$ cat src/hdl/ncs_pkg.sv
// Shared types, codes and constants for the nested comment scanner.
package ncs_pkg;

  localparam int CP_W     = 21;
  localparam int NEST_W   = 8;
  localparam int MAX_NEST = 255;

  // Depth saturates at the smaller of MAX_NEST and what the depth register holds.
  localparam int NEST_FULL = (1 << NEST_W) - 1;
  localparam logic [NEST_W-1:0] NEST_CAP =
    (MAX_NEST < NEST_FULL) ? NEST_W'(MAX_NEST) : NEST_W'(NEST_FULL);

  localparam logic [CP_W-1:0] CH_EOI   = 21'h00_0000;
  localparam logic [CP_W-1:0] CH_TAB   = 21'h00_0009;
  localparam logic [CP_W-1:0] CH_LF    = 21'h00_000A;
  localparam logic [CP_W-1:0] CH_CR    = 21'h00_000D;
  localparam logic [CP_W-1:0] CH_SPACE = 21'h00_0020;
  localparam logic [CP_W-1:0] CH_STAR  = 21'h00_002A;
  localparam logic [CP_W-1:0] CH_SLASH = 21'h00_002F;

  // Bit positions in the allowed-kinds register.
  localparam int KIND_BLOCK = 0;
  localparam int KIND_LINE  = 1;

  typedef enum logic [2:0] {
    PH_IDLE       = 3'd0,
    PH_SKIP       = 3'd1,
    PH_SLASH1     = 3'd2,
    PH_BODY       = 3'd3,
    PH_BODY_STAR  = 3'd4,
    PH_BODY_SLASH = 3'd5,
    PH_LINE       = 3'd6
  } phase_t;

  typedef enum logic [1:0] {
    VD_NONE   = 2'd0,
    VD_BLOCK  = 2'd1,
    VD_LINE   = 2'd2,
    VD_REJECT = 2'd3
  } verdict_t;

  typedef struct packed {
    logic [CP_W-1:0] code_point;
    logic            scan_start;
    logic            multi_allowed;
    logic            single_allowed;
  } item_t;

  typedef struct packed {
    verdict_t          verdict;
    logic              in_token;
    logic              skipped;
    logic [NEST_W-1:0] nest_level;
  } result_t;

endpackage

$ cat src/hdl/nested_comment_scanner.sv
// Top level of the nested comment scanner: input register, scan core, result register.
// Takes one character word per clock when neither side stalls and returns one result
// word per character, in order. A word accepted into the input register steps the scan
// core once the result register is free or draining, and the result register loads
// its result as the core steps. Sustained throughput is one word per cycle while
// neither side stalls. That rate comes from the scan core updating its phase and depth
// registers once per step, seeing each character exactly once. Both sides may stall
// freely. While a result waits to be taken, the input register takes at most one more
// word and then holds off until the result drains. Block comment depth saturates at the
// package constant MAX_NEST, or at 255 if that is smaller.
module nested_comment_scanner
  import ncs_pkg::*;
(
  input  logic              clk,
  input  logic              rst,
  input  logic              in_valid,
  output logic              in_ready,
  input  logic [CP_W-1:0]   code_point,
  input  logic              scan_start,
  input  logic              multi_allowed,
  input  logic              single_allowed,
  output logic              out_valid,
  input  logic              out_ready,
  output logic [1:0]        verdict,
  output logic              in_token,
  output logic              skipped,
  output logic [NEST_W-1:0] nest_level
);

  logic    hold_valid;
  item_t   hold;
  logic    advance;
  result_t res_next;
  result_t res;

  // A held word moves into the core whenever the result register is free or draining.
  assign advance  = hold_valid && (!out_valid || out_ready);
  assign in_ready = !hold_valid || advance;

  always_ff @(posedge clk) begin
    if (rst) begin
      hold_valid <= 1'b0;
    end else if (in_ready) begin
      hold_valid <= in_valid;
    end
  end

  always_ff @(posedge clk) begin
    if (in_valid && in_ready) begin
      hold <= '{code_point: code_point, scan_start: scan_start,
                multi_allowed: multi_allowed, single_allowed: single_allowed};
    end
  end

  ncs_core u_core (
    .clk  (clk),
    .rst  (rst),
    .step (advance),
    .item (hold),
    .res  (res_next)
  );

  always_ff @(posedge clk) begin
    if (rst) begin
      out_valid <= 1'b0;
    end else if (advance) begin
      out_valid <= 1'b1;
    end else if (out_ready) begin
      out_valid <= 1'b0;
    end
  end

  always_ff @(posedge clk) begin
    if (advance) begin
      res <= res_next;
    end
  end

  assign verdict    = res.verdict;
  assign in_token   = res.in_token;
  assign skipped    = res.skipped;
  assign nest_level = res.nest_level;

`ifndef SYNTHESIS
  a_no_loss_when_full: assert property (@(posedge clk) disable iff (rst)
    (out_valid && !out_ready && hold_valid) |-> !in_ready)
    else $error("input accepted with both stages full");

  a_result_follows_advance: assert property (@(posedge clk) disable iff (rst)
    advance |=> out_valid)
    else $error("result register not loaded after core step");

  a_result_held: assert property (@(posedge clk) disable iff (rst)
    (out_valid && !out_ready) |=> (out_valid && $stable(res)))
    else $error("waiting result changed before it was taken");
`endif

endmodule

$ cat src/hdl/ncs_core.sv
// Phase and depth state machine that classifies one character per step.
module ncs_core
  import ncs_pkg::*;
(
  input  logic    clk,
  input  logic    rst,
  input  logic    step,
  input  item_t   item,
  output result_t res
);

  phase_t            phase, phase_next;
  logic [NEST_W-1:0] nesting, nesting_next;
  logic [1:0]        kinds, kinds_next;

  phase_t            ph;
  logic [NEST_W-1:0] nest_cur;
  logic [NEST_W-1:0] nest_upd;
  logic [CP_W-1:0]   c;
  logic              is_space;
  logic              is_star;
  logic              is_slash;
  logic              is_eoi;
  phase_t            body_phase;

  assign c        = item.code_point;
  assign is_star  = (c == CH_STAR);
  assign is_slash = (c == CH_SLASH);
  assign is_eoi   = (c == CH_EOI);
  assign is_space = (c == CH_SPACE) || ((c >= CH_TAB) && (c <= CH_CR));

  // A scan start restarts the scan ahead of the character it carries.
  assign kinds_next = item.scan_start ? {item.single_allowed, item.multi_allowed} : kinds;
  assign ph         = item.scan_start ? PH_SKIP : phase;
  assign nest_cur   = item.scan_start ? '0 : nesting;

  // Where ordinary block content sends the scan.
  always_comb begin
    if (is_eoi) begin
      body_phase = PH_IDLE;
    end else if (is_star) begin
      body_phase = PH_BODY_STAR;
    end else if (is_slash) begin
      body_phase = PH_BODY_SLASH;
    end else begin
      body_phase = PH_BODY;
    end
  end

  // Next state.
  always_comb begin
    phase_next = PH_IDLE;
    nest_upd   = nest_cur;
    case (ph)
      PH_SKIP: begin
        if (is_space) begin
          phase_next = PH_SKIP;
        end else if (is_slash && (kinds_next != 2'b00)) begin
          phase_next = PH_SLASH1;
        end
      end
      PH_SLASH1: begin
        if (is_star && kinds_next[KIND_BLOCK]) begin
          phase_next = PH_BODY;
          nest_upd   = NEST_W'(1);
        end else if (is_slash && kinds_next[KIND_LINE]) begin
          phase_next = PH_LINE;
        end
      end
      PH_BODY: begin
        phase_next = body_phase;
      end
      PH_BODY_STAR: begin
        if (is_slash) begin
          if (nest_cur != '0) begin
            nest_upd = nest_cur - NEST_W'(1);
          end
          phase_next = (nest_upd == '0) ? PH_IDLE : PH_BODY;
        end else begin
          phase_next = body_phase;
        end
      end
      PH_BODY_SLASH: begin
        if (is_star) begin
          if (nest_cur < NEST_CAP) begin
            nest_upd = nest_cur + NEST_W'(1);
          end
          phase_next = PH_BODY;
        end else begin
          phase_next = body_phase;
        end
      end
      PH_LINE: begin
        phase_next = (is_eoi || (c == CH_LF)) ? PH_IDLE : PH_LINE;
      end
      default: begin
        phase_next = PH_IDLE;
      end
    endcase
    nesting_next = (phase_next == PH_IDLE) ? '0 : nest_upd;
  end

  // Result word.
  always_comb begin
    res            = '0;
    res.verdict    = VD_NONE;
    res.nest_level = nesting_next;
    case (ph)
      PH_SKIP: begin
        if (is_space) begin
          res.skipped = 1'b1;
        end else if (is_slash && (kinds_next != 2'b00)) begin
          res.in_token = 1'b1;
        end else begin
          res.verdict = VD_REJECT;
        end
      end
      PH_SLASH1: begin
        if ((is_star && kinds_next[KIND_BLOCK]) || (is_slash && kinds_next[KIND_LINE])) begin
          res.in_token = 1'b1;
        end else begin
          res.verdict = VD_REJECT;
        end
      end
      PH_BODY, PH_BODY_STAR, PH_BODY_SLASH: begin
        if (is_eoi) begin
          res.verdict = VD_REJECT;
        end else begin
          res.in_token = 1'b1;
          if ((ph == PH_BODY_STAR) && is_slash && (phase_next == PH_IDLE)) begin
            res.verdict = VD_BLOCK;
          end
        end
      end
      PH_LINE: begin
        if (is_eoi || (c == CH_LF)) begin
          res.verdict = VD_LINE;
        end else begin
          res.in_token = 1'b1;
        end
      end
      default: begin
        res.verdict = VD_NONE;
      end
    endcase
  end

  always_ff @(posedge clk) begin
    if (rst) begin
      phase   <= PH_IDLE;
      nesting <= '0;
      kinds   <= 2'b00;
    end else if (step) begin
      phase   <= phase_next;
      nesting <= nesting_next;
      kinds   <= kinds_next;
    end
  end

`ifndef SYNTHESIS
  a_idle_depth_zero: assert property (@(posedge clk) disable iff (rst)
    (phase == PH_IDLE) |-> (nesting == '0))
    else $error("depth is not zero while idle");

  a_depth_capped: assert property (@(posedge clk) disable iff (rst)
    nesting <= NEST_CAP)
    else $error("depth above its cap");

  a_body_has_depth: assert property (@(posedge clk) disable iff (rst)
    ((phase == PH_BODY) || (phase == PH_BODY_STAR) || (phase == PH_BODY_SLASH))
      |-> (nesting != '0))
    else $error("inside a block comment with zero depth");

  a_verdict_ends_scan: assert property (@(posedge clk) disable iff (rst)
    (step && (res.verdict != VD_NONE)) |=> (phase == PH_IDLE))
    else $error("scan did not end after a verdict");
`endif

endmodule

$ cat config.mk
export PLATFORM = sky130hd
export DESIGN_NAME = nested_comment_scanner
export DESIGN_NICKNAME = d
export VERILOG_FILES = /design/src/hdl/ncs_pkg.sv /design/src/hdl/nested_comment_scanner.sv /design/src/hdl/ncs_core.sv
export SDC_FILE = /design/constraint.sdc
export NUM_CORES = 1
export LEC_CHECK = 0
export BUFFER_PORTS_ARGS = -buffer_cell sky130_fd_sc_hd__buf_2
export CAP_MARGIN = 20
export CORE_UTILIZATION = 55
export DETAILED_ROUTE_END_ITERATION = 8
export GPL_TIMING_DRIVEN = 0
export PLACE_DENSITY_LB_ADDON = 0.25
export SYNTH_ARGS = -nofsm -noshare
export SYNTH_HDL_FRONTEND = slang
export SYNTH_SLANG_ARGS = --single-unit
export TNS_END_PERCENT = 30
$ cat constraint.sdc
create_clock -name clk -period 5.5 [get_ports clk]
set_input_delay 0 -clock clk [delete_from_list [all_inputs] [get_ports clk]]
set_output_delay 0 -clock clk [all_outputs]
set_load 0.05 [all_outputs]
==> impl_results.md, run 1 <==
- Placed Area: 3293 µm²
- Starting Density: between 50% and 60%
- Syn. warnings: 0
- Fraction of synthesized area in multiplexers: 2.460%
- Combinational power share: between 10 and 15%
- Initial DRT Pass Iterations: 5
- HP Class: in2reg
- Worst Setup Slack, final: around 1.3 ns
- Largest net degree at the start of global routing: 25
- Fin cells: 455
- DRC: 0
- Register area share after synthesis: roughly 46%
- Dpl ws: 1.505 ns
- Setup CP Type: reg2reg
- Layout Nets: around 410
- Core ar.: roughly 5200 µm²
- Clk sinks: 51
- Synth cell types: 63
- Area grow syn2layout: 21.56%
- Crit path required time: roughly 5.6 ns
- Post-CTS setup buffers: 0
- Fin crit share: between 70 and 80%
- CTS Root Buffer Type: clkbuf_8
- Clock Power Share: 29.2%
- Crit path cell chain: clkbuf_1 > nand2b_1 > ha_1 > clkbuf_1 > nor3b_1 > nand2_1 > a31oi_1 > a41oi_2 > nor4_1 > and4_1 > buf_6 > buf_6 > nor2_1
- Setup violations, final: 0
- Startpoint Class: flop
- # diodes: 0
- Crit path largest cell delay: 0.47 ns
- Maximum VDD drop: about 0.17 mV
- Vias in the first global route: 2519
- Slew @ Worst Pin: around 1.0 ns
- GR Util All Layers: between 20% and 30%
- Routed len/inst: about 18 µm
- Clock skew: 0.01258 ns
- Crit path buffers/inverters: 4
- Crit path max-delay cell type: nor4_1
- Crit-path max FO: 10
- Share of cells above drive strength 1: roughly 18%
- Synthesized area: 3000 µm²
- Number of flops mapped to enable cells by yosys: 36
- H-tree levels: 2
- Grt ovf: 0
- Tmin final: about 4.2 ns
- Largest family of logic cells by synthesized area: simple AND/OR/NAND/NOR gates
- Ys flop type: edfxtp_1
- First-iteration detailed-routing DRC count: roughly 290
- Mean Syn Cell Area: between 9 and 10 µm²
- Antenna Violating Nets Remaining: 0
- Syn_nets: between 300 and 400
- CTS tree: done
- Global-route wire length before repair: around 12 mm
- Inserted Clock Buffers: 5
- Input/output buffers: around 40
- Placed Instances: about 420
- Final Hold Vio Count: 0
- RSZ-0062 raised after global routing: no
- Die area: ~5800 µm²
- Switch Pwr: ~0.00021 W
- Routability cong.: a little under 1
- Compound-cell area share of the yosys netlist: a little under a fifth
- TNS Setup: 0 ns
- Crit path max-delay family: simple AND/OR/NAND/NOR gates
- Worst EP arrival: approximately 4.3 ns
- IO Pins: 42
- Vias: about 2900
- Commonest non-fill, non-tap cell in the layout: buf_2
- Asr flop ratio synth: 0%
- Die height: about 76 µm
- Max Cap Viol: 0
- Fmax: around 240 MHz
- Final slew viol count: 0
- Int Power: around 0.00057 W
- Clk slew on worst S/H paths: 0.09 ns
- Via density: roughly 6.4
- Dpl hpwl: between 5 and 6 mm
- Worst hold slack: 0.01165 ns
- Pwr/cell area: about 210 nW/µm²
- Slew Limit Headroom: about a third
- Most frequent cells in the layout: buf_2, edfxtp_1, nor2_1, dlygate4sd3_1, nand2_1
- Rows: 26
- Sw Share: between 20% and 30%
- P_leak: between 1 and 1.5 nW
- Mapped Cells: just over 300
- Worst-Skew Late Latency: 0.32 ns
- Die width: ~76 µm
- XOR/XNOR share of the synthesized area: between 1 and 1.5%
- Max clock buf depth: 2
- Final Instance Area: 3647 µm²
- Status: complete, no violations
- Crit end category: flop
- Synth Area in Adders: less than 1%
- Sequential share of power: 57.0%
- Simple logic cell fraction of the synthesized area: 26.77%
- Final WL: roughly 8 mm
- Initial antenna violation count: 0
- Synth Register Bits: slightly above 50
[final cells by class]
class / count / area, µm²
timing repair buffer: 67 / 466.7
multi-input combinational: 235 / 1513
fill: 387 / 1525
inverter: 4 / 15.01
clock inverter: 3 / 23.77
tap: 70 / 87.58
buffer: 20 / 91.34
sequential: 51 / 1381
clock buffer: 5 / 68.82
[cell usage after synthesis, types with 4 or more instances]
library cell / n / share of area, %
edfxtp_1: 36 / 36
nor2_1: 35 / 4.4
nand2_1: 20 / 2.5
a21oi_1: 18 / 3.0
clkbuf_1: 15 / 1.9
dfxtp_1: 15 / 10
nand2b_1: 13 / 2.7
nor3_1: 13 / 2.2
nor4_1: 12 / 2.5
o32ai_1: 10 / 2.9
nand3_1: 9 / 1.5
o21ai_0: 9 / 1.5
a211oi_1: 7 / 1.8
nor2b_1: 7 / 1.5
a31oi_1: 4 / 0.83
mux2i_1: 4 / 1.3
o31ai_1: 4 / 1.0
xnor2_1: 4 / 1.2
[repair_timing]
action / in CTS / in global routing
endpoints found under the setup margin: 0 / 0
resized for setup: 0 / 0
endpoints found under the hold margin: 25 / 0
hold buffers: 25 / 0
[final timing paths]
path	endpoint	cells after the start	slack [ns]	start
worst max-delay path	nest_level[6]	13	1.25	hold[2]
worst min-delay path	out_valid	4	0.01	out_ready
worst max register to register	nest_level[6]	13	1.25	hold[2]
worst min register to register	out_valid	2	0.53	hold_valid
[metrics by stage]
step / util [%] / total power [W]
global route: 70.51 / 0.0007974
global placement: 63.67 / 0.0005372
finish: 70.51 / 0.0007763
CTS: 70.30 / 0.0007723
detailed placement: 63.67 / 0.0005388
floorplan: - / 0.0005095
[power groups by stage]
| stage | clock network, W | registers [W] | logic [W] |
|---|---|---|---|
| after floorplan | 0 | 0.000464 | 0.0000454 |
| after global placement | 0 | 0.000449 | 0.0000879 |
| after detailed placement | 0 | 0.000450 | 0.0000887 |
| after CTS | 0.000228 | 0.000441 | 0.000103 |
| after global routing | 0.000238 | 0.000445 | 0.000115 |
| final | 0.000227 | 0.000442 | 0.000107 |
[logic make-up (layout without fill, tap and decap cells)]
| logic type | after synthesis | in the layout |
|---|---|---|
| simple gates | 144 | 144 |
| compound gates | 78 | 78 |
| flops | 51 | 51 |
| buf+inv | 24 | 99 |
| mux | 7 | 7 |
| xor+xnor | 4 | 4 |
| fa+ha+maj | 2 | 2 |
[metal layers]
layer / track usage [%] / vias up / wire, µm
met2: 46.71 / 147 / 3686
met4: 8.848 / 0 / 119
met3: 4.497 / 15 / 669
met5: 0 / - / 0
met1: 42.22 / 1378 / 3545
li1: - / 1353 / -
[state kept, by name, indices dropped and copies added, names as in the netlist, 2 cells and up]
signal and flops:
u_core.phase 3, verdict 2, nest_level 8, u_core.nesting 8, u_core.kinds 2, hold 24
[worst reg2reg max path, stage by stage (launching register included)]
cell and delay (ns):
edfxtp_1 0.46, clkbuf_1 0.45, nand2b_1 0.27, ha_1 0.18, clkbuf_1 0.31, nor3b_1 0.41
nand2_1 0.21, a31oi_1 0.33, a41oi_2 0.20, nor4_1 0.47, and4_1 0.32, buf_6 0.15
buf_6 0.16, nor2_1 0.06
(Power assumes the default switching activity.)
==> run 2, diff against run 1 <==
Settings changed: CORE_UTILIZATION 55 to 52.
Clock period 5.5 ns to 3.6 ns, I/O delays scaled along.
==> run 2 against run 1 <==
Net effect: the flow now finishes with violations (hold timing); setup slack got worse by 1.1 ns; non-clock buffer count down 1; critical path depth down 1; sequential power rose by 53%; global-route usage down 3.6 points; clock power is 82% higher; clock skew decreased by 0.0031 ns; sequential share of layout area fell by 0.47 points; combinational power up 51%; final cell count grew 0.22%; maximum frequency up 23%; critical endpoint is now verdict[0].
==> impl_results.md, run 2 (synthesis results as in run 1) <==
- Sw Share: 25.57% (was 27.19%)
- CTS Root Buffer Type: clkbuf_8 (unchanged)
- Biggest register: hold (unchanged)
- Routability cong.: 0.9651 (was 0.9874)
- Core ar.: 5540 µm² (was 5172 µm²)
- Combinational power share: 12.9% (was 13.8%)
- Slew @ Worst Pin: 0.9932 ns (was 1.024 ns)
- Max clock buf depth: 2 (unchanged)
- HP Class: in2reg (unchanged)
- Input/output buffers: 41 (unchanged)
- Area of the multi-input gates: 1536 µm² (was 1513 µm²)
- CP dominant cell by count: buf_6
- Startpoint Class: flop (unchanged)
- Commonest non-fill, non-tap cell in the layout: buf_2 (unchanged)
- Antenna Violating Nets Remaining: 0 (unchanged)
- Crit path max-delay cell type: or3b_2 (was nor4_1)
- Worst EP arrival: 3.53 ns (was 4.31 ns)
- Die width: 77.96 µm (was 75.86 µm)
- Crit path required time: 3.68 ns (was 5.56 ns)
- TNS Setup: 0 ns (unchanged)
- IO Pins: 42 (unchanged)
- Vias in the first global route: 2603 (was 2519)
- GR Util All Layers: 25.99% (was 29.64%)
- Slew Limit Headroom: 33.78% (was 31.72%)
- Final Hold Vio Count: 1 (was 0)
- # diodes: 0 (unchanged)
- Initial DRT Pass Iterations: 5 (unchanged)
- Maximum VDD drop: 0.2873 mV (was 0.1683 mV)
- Final slew viol count: 0 (unchanged)
- Layout Nets: 413 (was 414)
- Crit end category: flop (unchanged)
- Crit path largest cell delay: 0.51 ns (was 0.47 ns)
- DRC: 0 (unchanged)
- Fin crit share: 95.68% (was 77.26%)
- Max FFs per register: 24 (unchanged)
- Grt ovf: 0 (unchanged)
- Setup CP Type: reg2reg (unchanged)
- RSZ-0062 raised after global routing: no (unchanged)
- Clock Power Share: 33.1% (was 29.2%)
- Starting Density: 54.16% (was 58.01%)
- Crit path cell chain: clkbuf_2 > nand2b_1 > ha_4 > or3b_2 > o32ai_1 > a22oi_1 > a41oi_2 > nor4_2 > and4_1 > buf_6 > buf_6 > a21bo_2 (was clkbuf_1 > nand2b_1 > ha_1 > clkbuf_1 > nor3b_1 > nand2_1 > a31oi_1 > a41oi_2 > nor4_1 > and4_1 > buf_6 > buf_6 > nor2_1)
- Share of cells above drive strength 1: 18.49% (was 17.66%)
- Setup violations, final: 0 (unchanged)
- Clk sinks: 51 (unchanged)
- Most frequent cells in the layout: buf_2, edfxtp_1, nor2_1, dlygate4sd3_1, nand2_1 (unchanged)
- Largest net degree at the start of global routing: 25 (unchanged)
- Switch Pwr: 0.0003199 W (was 0.0002111 W)
- Die area: 6078 µm² (was 5755 µm²)
- H-tree levels: 2 (unchanged)
- Final WL: 7.793 mm (was 8.020 mm)
- Pwr/cell area: 338.7 nW/µm² (was 212.8 nW/µm²)
- Rows: 27 (was 26)
- CTS tree: done (unchanged)
- P_leak: 1.264 nW (was 1.245 nW)
- Routed len/inst: 17.09 µm (was 17.63 µm)
- Fmax: 290.3 MHz (was 235.3 MHz)
- Area grow syn2layout: 23.10% (was 21.56%)
- Max Cap Viol: 0 (unchanged)
- Crit-path max FO: 10 (unchanged)
- Int Power: 0.0009313 W (was 0.0005652 W)
- Worst-Skew Late Latency: 0.32 ns (about the same)
- Post-CTS setup buffers: 0 (unchanged)
- Status: complete, but fails checks (was complete, no violations)
- Sequential share of power: 54.0% (was 57.0%)
- Via density: 6.243 (was 6.358)
- Tmin final: 3.444 ns (was 4.249 ns)
- Failing checks: hold timing
- Die height: 77.96 µm (was 75.86 µm)
- Dpl hpwl: 5.128 mm (was 5.172 mm)
- Vias: 2847 (was 2893)
- Layout filler cell count: 474 (was 387)
- Register area: 1381 µm² (unchanged)
- Clk slew on worst S/H paths: 0.10 ns (was 0.09 ns)
- Initial antenna violation count: 0 (unchanged)
- Clock skew: 0.009491 ns (was 0.01258 ns)
- First-iteration detailed-routing DRC count: 346 (was 293)
- Global-route wire length before repair: 12.18 mm (was 12.48 mm)
- Inserted Clock Buffers: 5 (unchanged)
- Worst hold slack: -0.002559 ns (was 0.01165 ns)
-- run 2: routing by layer --
metal	GRT usage (%)	vias up	wire length, µm
met5	0	-	0
met4	9.630	0	183
met3	3.882	18	559
met2	45.13	152	3751
met1	32.66	1335	3298
li1	-	1342	-
-- run 2: layout make-up --
cell class / instances / area share (%)
multi-input combinational: 235 / 41.60
sequential: 51 / 37.40
timing repair buffer: 67 / 12.74
tap: 72 / 2.439
buffer: 19 / 2.405
clock buffer: 5 / 1.863
clock inverter: 3 / 1.152
inverter: 4 / 0.4065
-- run 2: through the flow --
step | cell area, µm² | setup WS, ns | util, % | std cells | total power (W)
finish | 3694 | 0.1556 | 66.67 | 456 | 0.001251
global route | 3694 | 0.07163 | 66.67 | 456 | 0.001282
CTS | 3660 | 0.05680 | 66.06 | 455 | 0.001242
detailed placement | 3296 | -0.2990 | 59.49 | 423 | 0.0008229
global placement | 3296 | -0.3146 | 59.49 | 423 | 0.0008205
floorplan | 3000 | 0.4638 | - | 310 | 0.0007785
-- run 2: critical path: cells and delay by family (launching register included) --
family | cells | cell delay (ns)
adder cells (fa/ha/maj) | 1 | 0.24
flip-flops | 1 | 0.48
AO/OA/AOI/OAI | 4 | 0.88
AND/OR/NAND/NOR | 4 | 1.05
buffers and inverters | 3 | 0.56
-- run 2: final timing paths --
path | slack [ns] | start | end | cells after the start
hold / removal | -0.003 | out_ready | out_valid | 4
setup reg to reg | 0.16 | hold[2] | verdict[0] | 12
setup / recovery | 0.16 | hold[2] | verdict[0] | 12
hold reg to reg | 0.52 | u_core.kinds[0] | u_core.kinds[0] | 2
-- run 2: power groups by stage --
stage / sequential, W / combinational, W / clock [W]
floorplan: 0.000709 / 0.0000694 / 0
global placement: 0.000687 / 0.000134 / 0
detailed placement: 0.000688 / 0.000135 / 0
CTS: 0.000674 / 0.000156 / 0.000412
global route: 0.000678 / 0.000174 / 0.000430
finish: 0.000675 / 0.000162 / 0.000414
-- run 2: timing repair --
item / CTS / global route
endpoints found under the hold margin: 25 / 0
endpoints found under the setup margin: 17 / 10
hold buffers: 25 / 0
resized for setup: 2 / 3
==> run 3, diff against run 2 <==
Settings changed: CORE_UTILIZATION 52 to 55.
Clock period 3.6 ns to 3.25 ns, I/O delays scaled along.
==> run 3 against run 2 <==
Net effect: the run now ends clean; total power increased by 4.9%; via count grew 0.32%; register-to-register slack lost 0.06 ns; global-route usage grew 3.8 points; first-iteration DRC count is 11% lower; maximum frequency is 9.2% higher; sequential share of layout area fell by 0.48 points; critical path type unchanged.
==> impl_results.md, run 3 (synthesis results as in run 1) <==
- Inserted Clock Buffers: 5 (unchanged)
- CTS Root Buffer Type: clkbuf_8 (unchanged)
- Fin crit share: 97.07% (was 95.68%)
- Fmax: 317.0 MHz (was 290.3 MHz)
- Area grow syn2layout: 24.69% (was 23.10%)
- Commonest non-fill, non-tap cell in the layout: buf_2 (unchanged)
- Final slew viol count: 0 (unchanged)
- Tmin final: 3.155 ns (was 3.444 ns)
- # diodes: 0 (unchanged)
- RSZ-0062 raised after global routing: yes (was no)
- Total Power: 0.001312 W (was 0.001251 W)
- Layout filler cell count: 374 (was 474)
- Crit path max-delay cell type: or3b_2 (unchanged)
- Routability cong.: 0.9874 (was 0.9651)
- First-iteration detailed-routing DRC count: 308 (was 346)
- Worst EP arrival: 3.24 ns (was 3.53 ns)
- Rows: 26 (was 27)
- Max FFs per register: 24 (unchanged)
- Setup CP Type: reg2reg (unchanged)
- H-tree levels: 2 (unchanged)
- Clk sinks: 51 (unchanged)
- Final WL: 7.920 mm (was 7.793 mm)
- Vias: 2856 (was 2847)
- Starting Density: 58.01% (was 54.16%)
- Via density: 6.277 (was 6.243)
- Placed Area: 3293 µm² (was 3296 µm²)
- Final Hold Vio Count: 0 (was 1)
- Die area: 5755 µm² (was 6078 µm²)
- Maximum VDD drop: 0.2841 mV (was 0.2873 mV)
- Crit-path max FO: 10 (unchanged)
- Worst-Skew Late Latency: 0.31 ns (was 0.32 ns)
- P_leak: 1.276 nW (was 1.264 nW)
- Crit path buffers/inverters: 3 (unchanged)
- Max Cap Viol: 0 (unchanged)
- Area of the multi-input gates: 1595 µm² (was 1536 µm²)
- Global-route wire length before repair: 12.57 mm (was 12.18 mm)
- Status: complete, no violations (was complete, but fails checks)
- Crit path cell chain: clkbuf_4 > nand2b_2 > ha_4 > or3b_2 > o32ai_2 > a22oi_1 > a41oi_2 > nor4_4 > and4_1 > buf_6 > buf_6 > a21bo_2 (was clkbuf_2 > nand2b_1 > ha_4 > or3b_2 > o32ai_1 > a22oi_1 > a41oi_2 > nor4_2 > and4_1 > buf_6 > buf_6 > a21bo_2)
- Grt ovf: 0 (unchanged)
- Setup violations, final: 0 (unchanged)
- Crit path required time: 3.33 ns (was 3.68 ns)
- Pwr/cell area: 350.7 nW/µm² (was 338.7 nW/µm²)
- Crit end category: flop (unchanged)
- R2r setup slk: 0.1 ns (was 0.16 ns)
- Antenna Violating Nets Remaining: 0 (unchanged)
- CP dominant cell by count: buf_6 (unchanged)
- Dpl hpwl: 5.172 mm (was 5.128 mm)
- Final Instance Area: 3741 µm² (was 3694 µm²)
- Crit path largest cell delay: 0.51 ns (about the same)
- Most frequent cells in the layout: buf_2, edfxtp_1, nor2_1, dlygate4sd3_1, nand2_1 (unchanged)
- Initial antenna violation count: 0 (unchanged)
- Largest net degree at the start of global routing: 25 (unchanged)
- Startpoint Class: flop (unchanged)
- Initial DRT Pass Iterations: 5 (unchanged)
- GR Util All Layers: 29.76% (was 25.99%)
- Input/output buffers: 41 (unchanged)
- Core ar.: 5172 µm² (was 5540 µm²)
- Register area: 1381 µm² (unchanged)
- DRC: 0 (unchanged)
- Clock skew: 0.009086 ns (was 0.009491 ns)
- Worst r2r path cells: 12 (unchanged)
- Clk slew on worst S/H paths: 0.10 ns (about the same)
- Die height: 75.86 µm (was 77.96 µm)
- Slew Limit Headroom: 31.96% (was 33.78%)
- Share of cells above drive strength 1: 21.04% (was 18.49%)
- Routed len/inst: 17.41 µm (was 17.09 µm)
- Hold depth: 4 (unchanged)
- Vias in the first global route: 2532 (was 2603)
- IO Pins: 42 (unchanged)
- Biggest register: hold (unchanged)
- Crit path max-delay family: simple AND/OR/NAND/NOR gates (unchanged)
- CTS tree: done (unchanged)
- Max clock buf depth: 2 (unchanged)
- HP Class: in2reg (unchanged)
- Layout Nets: 414 (was 413)
- Critical path depth: 12 (unchanged)
- Slew @ Worst Pin: 1.021 ns (was 0.9932 ns)
- Die width: 75.86 µm (was 77.96 µm)
run 3: cell types whose count changed in the layout (fill, tap and decap cells not counted), sizes merged:
| cell | before | now |
|---|---|---|
| bufinv | 1 | 0 |
| clkinvlp | 0 | 1 |
| buf | 47 | 48 |
run 3: final timing paths:
kind | endpoint | from
max | verdict[0] | hold[2]
min | out_valid | out_ready
max reg2reg | verdict[0] | hold[2]
min reg2reg | u_core.kinds[0] | u_core.kinds[0]
run 3: through the flow:
step                setup TNS, ns  util, %  cells  hold WS (ns)  setup slack [ns]
global placement           -11.74    63.67    421        0.1762           -0.7812
floorplan                       0        -    310       0.09887            0.1138
finish                          0    72.33    455       0.01576           0.09508
global route             -0.01481    72.33    455       0.06506          -0.01481
CTS                             0    70.95    454      0.001733           0.06453
detailed placement         -11.09    63.67    421        0.1781           -0.7448
run 3: worst reg2reg max path: cells and delay by family (launching register included):
| kind | cells | cell delay, ns |
|---|---|---|
| buf+inv | 3 | 0.52 |
| fa+ha+maj | 1 | 0.21 |
| compound gates | 4 | 0.82 |
| flops | 1 | 0.37 |
| simple gates | 4 | 1.01 |
run 3: power by group:
part	internal [W]	switching (W)
Clock	0.000156	0.000224
Combinational	0.0000753	0.000109
Sequential	0.000728	0.0000191
Total	0.000959	0.000353
run 3: area by class of cell:
class | instances | area share, %
Tap cell | 70 | 2.341
Sequential cell | 51 | 36.92
Timing Repair Buffer | 68 | 12.78
Multi-Input combinational cell | 235 | 42.64
Clock inverter | 3 | 0.6355
Inverter | 4 | 0.4013
Clock buffer | 5 | 1.839
Buffer | 19 | 2.441
run 3: repair_timing:
action,in CTS,in global routing
gates resized for setup,7,9
pin swaps,0,1
endpoints found under the hold margin,25,0
setup endpoints to repair,19,13
buffers inserted,1,0
hold buffers,25,0
run 3: layer usage:
metal	vias to the layer above	GRT usage [%]	part of all wire [%]
met5	-	0	0
met1	1336	41.98	44
li1	1344	-	-
met3	15	4.630	8.6
met2	161	47.20	46
met4	0	9.053	1.5
